[src/sv/bfi_pkg.sv]
`default_nettype none
package bfi_pkg;

  // Default sizes of the bit store and the probe limit.
  localparam int unsigned WordsDef     = 1024;
  localparam int unsigned MaxProbesDef = 32;

  // Field and register widths.
  localparam int unsigned HashW      = 32;
  localparam int unsigned CntW       = 32;
  localparam int unsigned CfgProbesW = 6;
  localparam int unsigned CfgWordsW  = 11;
  localparam int unsigned CfgIdxW    = 8;
  localparam int unsigned CfgDataW   = 32;
  localparam int unsigned WordBitsW  = 6;
  localparam int unsigned WordW      = 64;

  // Register indexes on the configuration channel.
  localparam logic [CfgIdxW-1:0] RegProbes = CfgIdxW'(0);
  localparam logic [CfgIdxW-1:0] RegWords  = CfgIdxW'(1);

  // Register reset values.
  localparam logic [CfgProbesW-1:0] ProbesRst = CfgProbesW'(7);
  localparam logic [CfgWordsW-1:0]  WordsRst  = CfgWordsW'(1024);

  // Hash advance constants.
  localparam logic [HashW-1:0] HashMul  = HashW'(131);
  localparam int unsigned      RotRight = 17;
  localparam int unsigned      RotLeft  = 15;

  // The serial remainder works on the hash without its bit-in-word part.
  localparam int unsigned DivSteps = HashW - WordBitsW;
  localparam int unsigned StepW    = $clog2(DivSteps + 1);

  // Commands from the controller to the datapath.
  typedef struct packed {
    logic start;
    logic div_step;
    logic mem_rd;
    logic mem_wr;
    logic miss;
    logic advance;
    logic finish;
    logic clr_wr;
  } bfi_cmd_t;

  // Status from the datapath to the controller.
  typedef struct packed {
    logic clear_done;
    logic no_probes;
    logic div_done;
    logic is_test;
    logic bit_set;
    logic last_probe;
  } bfi_sts_t;

endpackage
`default_nettype wire

[src/sv/bfi_ctrl.sv]
`default_nettype none
module bfi_ctrl import bfi_pkg::*; (
  input  wire logic     clk_i,
  input  wire logic     rst_ni,
  input  wire logic     in_valid_i,
  input  wire logic     out_ready_i,
  input  wire bfi_sts_t sts_i,
  output logic          in_ready_o,
  output logic          out_valid_o,
  output bfi_cmd_t      cmd_o
);

  localparam logic [2:0] StClear = 3'd0;
  localparam logic [2:0] StIdle  = 3'd1;
  localparam logic [2:0] StDiv   = 3'd2;
  localparam logic [2:0] StRd    = 3'd3;
  localparam logic [2:0] StChk   = 3'd4;
  localparam logic [2:0] StFin   = 3'd5;

  logic [2:0] state_q, state_d;
  logic       out_valid_q, out_valid_d;

  always_ff @(posedge clk_i or negedge rst_ni) begin
    if (!rst_ni) begin
      state_q     <= StClear;
      out_valid_q <= 1'b0;
    end else begin
      state_q     <= state_d;
      out_valid_q <= out_valid_d;
    end
  end

  assign in_ready_o  = (state_q == StIdle);
  assign out_valid_o = out_valid_q;

  // Sequencing of one key: remainder, read, check or set, next probe.
  always_comb begin
    cmd_o       = '0;
    state_d     = state_q;
    out_valid_d = out_valid_q & ~out_ready_i;
    case (state_q)
      StClear: begin
        cmd_o.clr_wr = 1'b1;
        if (sts_i.clear_done) begin
          state_d = StIdle;
        end
      end
      StIdle: begin
        if (in_valid_i) begin
          cmd_o.start = 1'b1;
          state_d     = StDiv;
        end
      end
      StDiv: begin
        if (sts_i.no_probes) begin
          state_d = StFin;
        end else if (sts_i.div_done) begin
          state_d = StRd;
        end else begin
          cmd_o.div_step = 1'b1;
        end
      end
      StRd: begin
        cmd_o.mem_rd = 1'b1;
        state_d      = StChk;
      end
      StChk: begin
        if (sts_i.is_test && !sts_i.bit_set) begin
          cmd_o.miss = 1'b1;
          state_d    = StFin;
        end else begin
          cmd_o.mem_wr = !sts_i.is_test;
          if (sts_i.last_probe) begin
            state_d = StFin;
          end else begin
            cmd_o.advance = 1'b1;
            state_d       = StDiv;
          end
        end
      end
      StFin: begin
        if (!out_valid_q || out_ready_i) begin
          cmd_o.finish = 1'b1;
          out_valid_d  = 1'b1;
          state_d      = StIdle;
        end
      end
      default: begin
        state_d = StIdle;
      end
    endcase
  end

`ifndef ASSERT_OFF
  // A result is only loaded when the output register is free.
  a_fin_free: assert property (@(posedge clk_i) disable iff (!rst_ni)
    cmd_o.finish |-> (!out_valid_q || out_ready_i))
    else $error("result loaded over a pending result");

  // The store is read only once the remainder is complete.
  a_rd_after_div: assert property (@(posedge clk_i) disable iff (!rst_ni)
    cmd_o.mem_rd |-> sts_i.div_done)
    else $error("store read before remainder done");

  // No request is taken during the clearing sweep.
  a_no_accept_clear: assert property (@(posedge clk_i) disable iff (!rst_ni)
    (state_q == StClear) |-> !in_ready_o)
    else $error("request accepted while clearing");

  // The last probe of an insert ends the key.
  a_last_insert: assert property (@(posedge clk_i) disable iff (!rst_ni)
    ((state_q == StChk) && !sts_i.is_test && sts_i.last_probe) |=> (state_q == StFin))
    else $error("insert did not finish after last probe");
`endif

endmodule
`default_nettype wire

[config.mk]
export PLATFORM = sky130hd
export DESIGN_NAME = bfi_ctrl
export DESIGN_NICKNAME = d
export VERILOG_FILES = /design/src/sv/bfi_pkg.sv /design/src/sv/bfi_ctrl.sv
export SDC_FILE = /design/constraint.sdc
export NUM_CORES = 1
export LEC_CHECK = 0
export BUFFER_PORTS_ARGS = -buffer_cell sky130_fd_sc_hd__buf_2
export CAP_MARGIN = 15
export CORE_AREA = 2 2 39 41
export DETAILED_ROUTE_END_ITERATION = 6
export DIE_AREA = 0 0 41 43
export GPL_ROUTABILITY_DRIVEN = 0
export GPL_TIMING_DRIVEN = 0
export PLACE_DENSITY = 0.53
export SKIP_LAST_GASP = 1
export SYNTH_ARGS = -nofsm -noshare
export SYNTH_HDL_FRONTEND = slang
export SYNTH_SLANG_ARGS = --single-unit
[constraint.sdc]
create_clock -name clk_i -period 2.31 [get_ports clk_i]
set_input_delay 0.462 -clock clk_i [delete_from_list [all_inputs] [get_ports clk_i]]
set_output_delay 0.462 -clock clk_i [all_outputs]
set_load 0.005 [all_outputs]
# Word-level counts from Yosys, hierarchy flattened
# Index checks and enable logic that the tools add are counted.
word_totals:
  regBits: 4
  latch_bits: 0
  ram_bits: 0
  mem_bits_ro: 0
  input_bits: 10
  output_inout_bits: 10
  word_cells: 44
  mem_count: 0
op_classes:
  add_sub_neg: 0
  mul: 0
  div: 0
  order_cmp: 0
  n_eq_ne: 9
  shifts: 0
  mux: 24
  bitwise: 2
  n_reduce_logical: 7
op_table:
  columns: ["cell", "count"]
  rows:
  - ["3-bit 2-to-1 mux", 8]
  - ["3-bit one-hot mux with 6 select lines", 1]
  - ["1-bit 2-to-1 mux", 15]
  - ["3-bit by 2-bit == test with 1-bit output (second input constant)", 2]
  - ["3-bit == test (second input constant)", 2]
  - ["2-bit inequality test (second input constant)", 3]
  - ["4-bit AND reduction", 1]
  - ["3-bit by 1-bit == test with 1-bit output (second input constant)", 1]
  - ["1-bit zero test", 3]
  - ["3-bit zero test", 1]
  - ["3-bit inequality test (second input constant)", 1]
  - ["1-bit AND", 1]
  - ["1-bit logical AND", 1]
  - ["1-bit logical OR", 1]
  - ["1-bit NOT", 1]

# Logic depth before layout (Yosys ltp)
logic_depth:
  word_depth: 4
  mapped_depth: 5
  ltp_nobuf: 4

# Worst setup path after synthesis
# Ideal clock, no wire load.
synth_path:
  path_kind: "register to output"
  from: "register state_q[1]"
  to: "output cmd_o[3] (netlist name)"
  t_arrival_ns: 1.061
  required_time_ns: 1.848
  slack_ns: 0.787
  path_stages_with_launch: 3
  n_path_buf: 0
  path_cell_list: "dfrtp_1 or3b_4 and2b_2"
synth_lines:
  columns: ["item", "line_no", "source"]
  rows:
  - ["start, declared", "bfi_ctrl.sv:20", "logic [2:0] state_q, state_d;"]
  - ["start signal, assigned", "bfi_ctrl.sv:25", "state_q <= StClear;"]
  - ["start signal, assigned", "bfi_ctrl.sv:28", "state_q <= state_d;"]
  - ["end, declared", "bfi_ctrl.sv:10", "output bfi_cmd_t cmd_o"]

==> flow_metrics.env <==
export IMPL_status="completed"
export IMPL_max_cap_viol_count=0
export IMPL_async_flop_share_pct=100.0
export IMPL_coreArea_um2=1384
export IMPL_worst_pin_slew_ns=0.4313
export IMPL_synth_cell_types=24
export IMPL_yosysTopAreaCell="dfrtp_1"
export IMPL_hold_slack_ns=0.02471
export IMPL_setup_tns_ns=0
export IMPL_die_h_um=43
export IMPL_grt_pass1_wl_um=1193
export IMPL_wl_per_cell_um=9.833
export IMPL_post_cts_setup_buffers=0
export IMPL_postSynthAreaPerCell_um2=8.508
export IMPL_synthCells=40
export IMPL_yosysTopAreaCellShare_pct=29.41
export IMPL_port_buffers=19
export IMPL_cts_sinks=4
export IMPL_wl_um=767
export IMPL_synth_top_family_by_area="simple AND/OR/NAND/NOR gates"
export IMPL_nets=74
export IMPL_antenna_cells=0
export IMPL_cts_buffers=3
export IMPL_ys_seq_area_share_pct=29.41
export IMPL_finalClockSkew_ns=0.001174
export IMPL_dr_pass1_iters=4
export IMPL_rsz0062_at_grt="false"
export IMPL_ant_nets=0
export IMPL_root_buffer="clkbuf_4"
export IMPL_cp_start_kind="flip-flop"
export IMPL_grt_use_met3_pct=3.141
export IMPL_p_leak_uw=0.0002536
export IMPL_muxShareOfSynthArea_pct=0
export IMPL_synth_xor_area_share_pct=0
export IMPL_fin_crit_sh_pct=85.54
export IMPL_fp_dieW_um=41
export IMPL_clkLatencyLatePin_ns=0.23
export IMPL_synth_most_common_cell="nor2_1"
export IMPL_start_util_pct=24.59
export IMPL_gr_usage_met2_pct=13.13
export IMPL_min_period_ns=1.976
export IMPL_grt_start_max_net_pins=11
export IMPL_antenna_found_initial=0
export IMPL_synthFlopType="dfrtp_1"
export IMPL_gr_max_usage_layer="met1"
export IMPL_cts_hold_buffers_added=0
export IMPL_relSlewSlack_pct=70.88
export IMPL_final_max_slew_viol_count=0
export IMPL_powerDensity_nw_per_um2=1091
export IMPL_track_usage_pct=10.00
export IMPL_ir_drop_mv=0.3324
export IMPL_rows=14
export IMPL_num_vias=349
export IMPL_grt_ovfl_total=0
export IMPL_first_iter_violations=3
export IMPL_worst_setup_path_end_kind="output pin"
export IMPL_synth_adder_area_share_pct=0
export IMPL_syn_nets=50
export IMPL_drive_above_1_share_pct=51.61
export IMPL_grt_use_met1_pct=13.77
export IMPL_die_area_um2=1763
export IMPL_path_class="reg -> out"
export IMPL_ioPinCount=20
export IMPL_max_freq_mhz=506.1
export IMPL_syn_cell_area_um2=340.3
export IMPL_cts_buffer_depth=2
export IMPL_hold_violations=0
export IMPL_synth_compound_area_share_pct=17.28
export IMPL_synthSimpleGateAreaFrac_pct=46.69
export IMPL_ys_top_cells_by_area="dfrtp_1, nor2_1, and2b_2"
export IMPL_critPathMaxFanout=9
export IMPL_clk_pin_slew_ns=0.04
export IMPL_synth_edf_count=0
export IMPL_ys_top_cells_by_count="nor2_1, dfrtp_1, a21oi_1, and2b_2, nand2_1"
export IMPL_setup_violations_final=0
export IMPL_holdCritPathClass="in -> async"
export IMPL_crit_arrival_ns=1.51
export IMPL_area_growth_pct=40.44
export IMPL_first_global_vias=313
export IMPL_fill_cells=146
export IMPL_vias_per_cell=4.474
export IMPL_drc_errors=0
export IMPL_hpwl_um=644.7
export IMPL_synth_seq_cells=4
export IMPL_cp_required_ns=1.85
export IMPL_cts_tree="done"
export IMPL_ys_warn_count=0
export IMPL_htreeDepth=1
export IMPL_cts_resized=0
==> cells by family (layout without fill, tap and decap cells) <==
kind of cell	Yosys count	in the layout
simple gates	25	25
compound gates	8	8
flops	4	4
buf+inv	3	25
==> per-layer routing <==
metal / vias to the layer above / wire length (µm)
met5: - / 0
met4: 0 / 0
met3: 0 / 62
met2: 16 / 326
met1: 148 / 379
li1: 185 / -
==> cell type report <==
| class | count | area [µm²] | share of cell area, % |
|---|---|---|---|
| multi-input cells | 33 | 217.7 | 45.55 |
| inverters | 1 | 3.754 | 0.7853 |
| plain buffers | 2 | 18.77 | 3.927 |
| well taps | 16 | 20.02 | 4.188 |
| flip-flops and latches | 4 | 100.1 | 20.94 |
| repair buffers | 19 | 95.09 | 19.90 |
| clock buffers | 3 | 22.52 | 4.712 |
==> layout by cell type (no fill, tap or decap), types with 2 or more instances in the layout <==
master / count
and2b_2: 3
dfrtp_1: 4
nor2_1: 7
clkbuf_4: 3
buf_2: 19
nand2_1: 3
a21oi_1: 3
nand2b_1: 2
==> worst max-delay path: stages (launching register included) <==
cell	delay [ns]
dfrtp_1	0.45
or3b_4	0.45
nor3_4	0.23
buf_2	0.15
==> worst paths after layout <==
path	end	start	cells past startpoint	slack, ns
worst max-delay path	cmd_o[2]	state_q[1]	3	0.33
worst min-delay path	out_valid_o	rst_ni	1	0.02
worst max register to register	state_q[0]	state_q[1]	4	0.87
worst min register to register	out_valid_o	out_valid_o	2	0.52
max in group asynchronous	state_q[0]	rst_ni	1	2.17
min in group clk_i	out_valid_o	out_valid_o	2	0.52
==> flip-flops by register name, indices dropped and copies added (netlist names) <==
signal / count
state_q: 3
out_valid_o: 1
==> per-stage QoR <==
step	worst slack, ns	power, µW	area [µm²]	utilization, %	std cells
floorplan	0.7870	344.6	340.3	-	40
global placement	0.5743	438.1	455.4	32.91	75
detailed placement	0.5737	440.5	455.4	32.91	75
CTS	0.3261	527.9	478.0	34.54	78
global route	0.2613	573.9	478.0	34.54	78
finish	0.3341	521.3	478.0	34.54	78
==> where the power goes <==
part | switching, µW | total, µW | internal [µW]
combinational | 153 | 307 | 154
sequential | 26.3 | 129 | 103
clock | 27.4 | 85.5 | 58.0
total | 207 | 521 | 315
No activity file was read; power rests on OpenSTA's default activity.
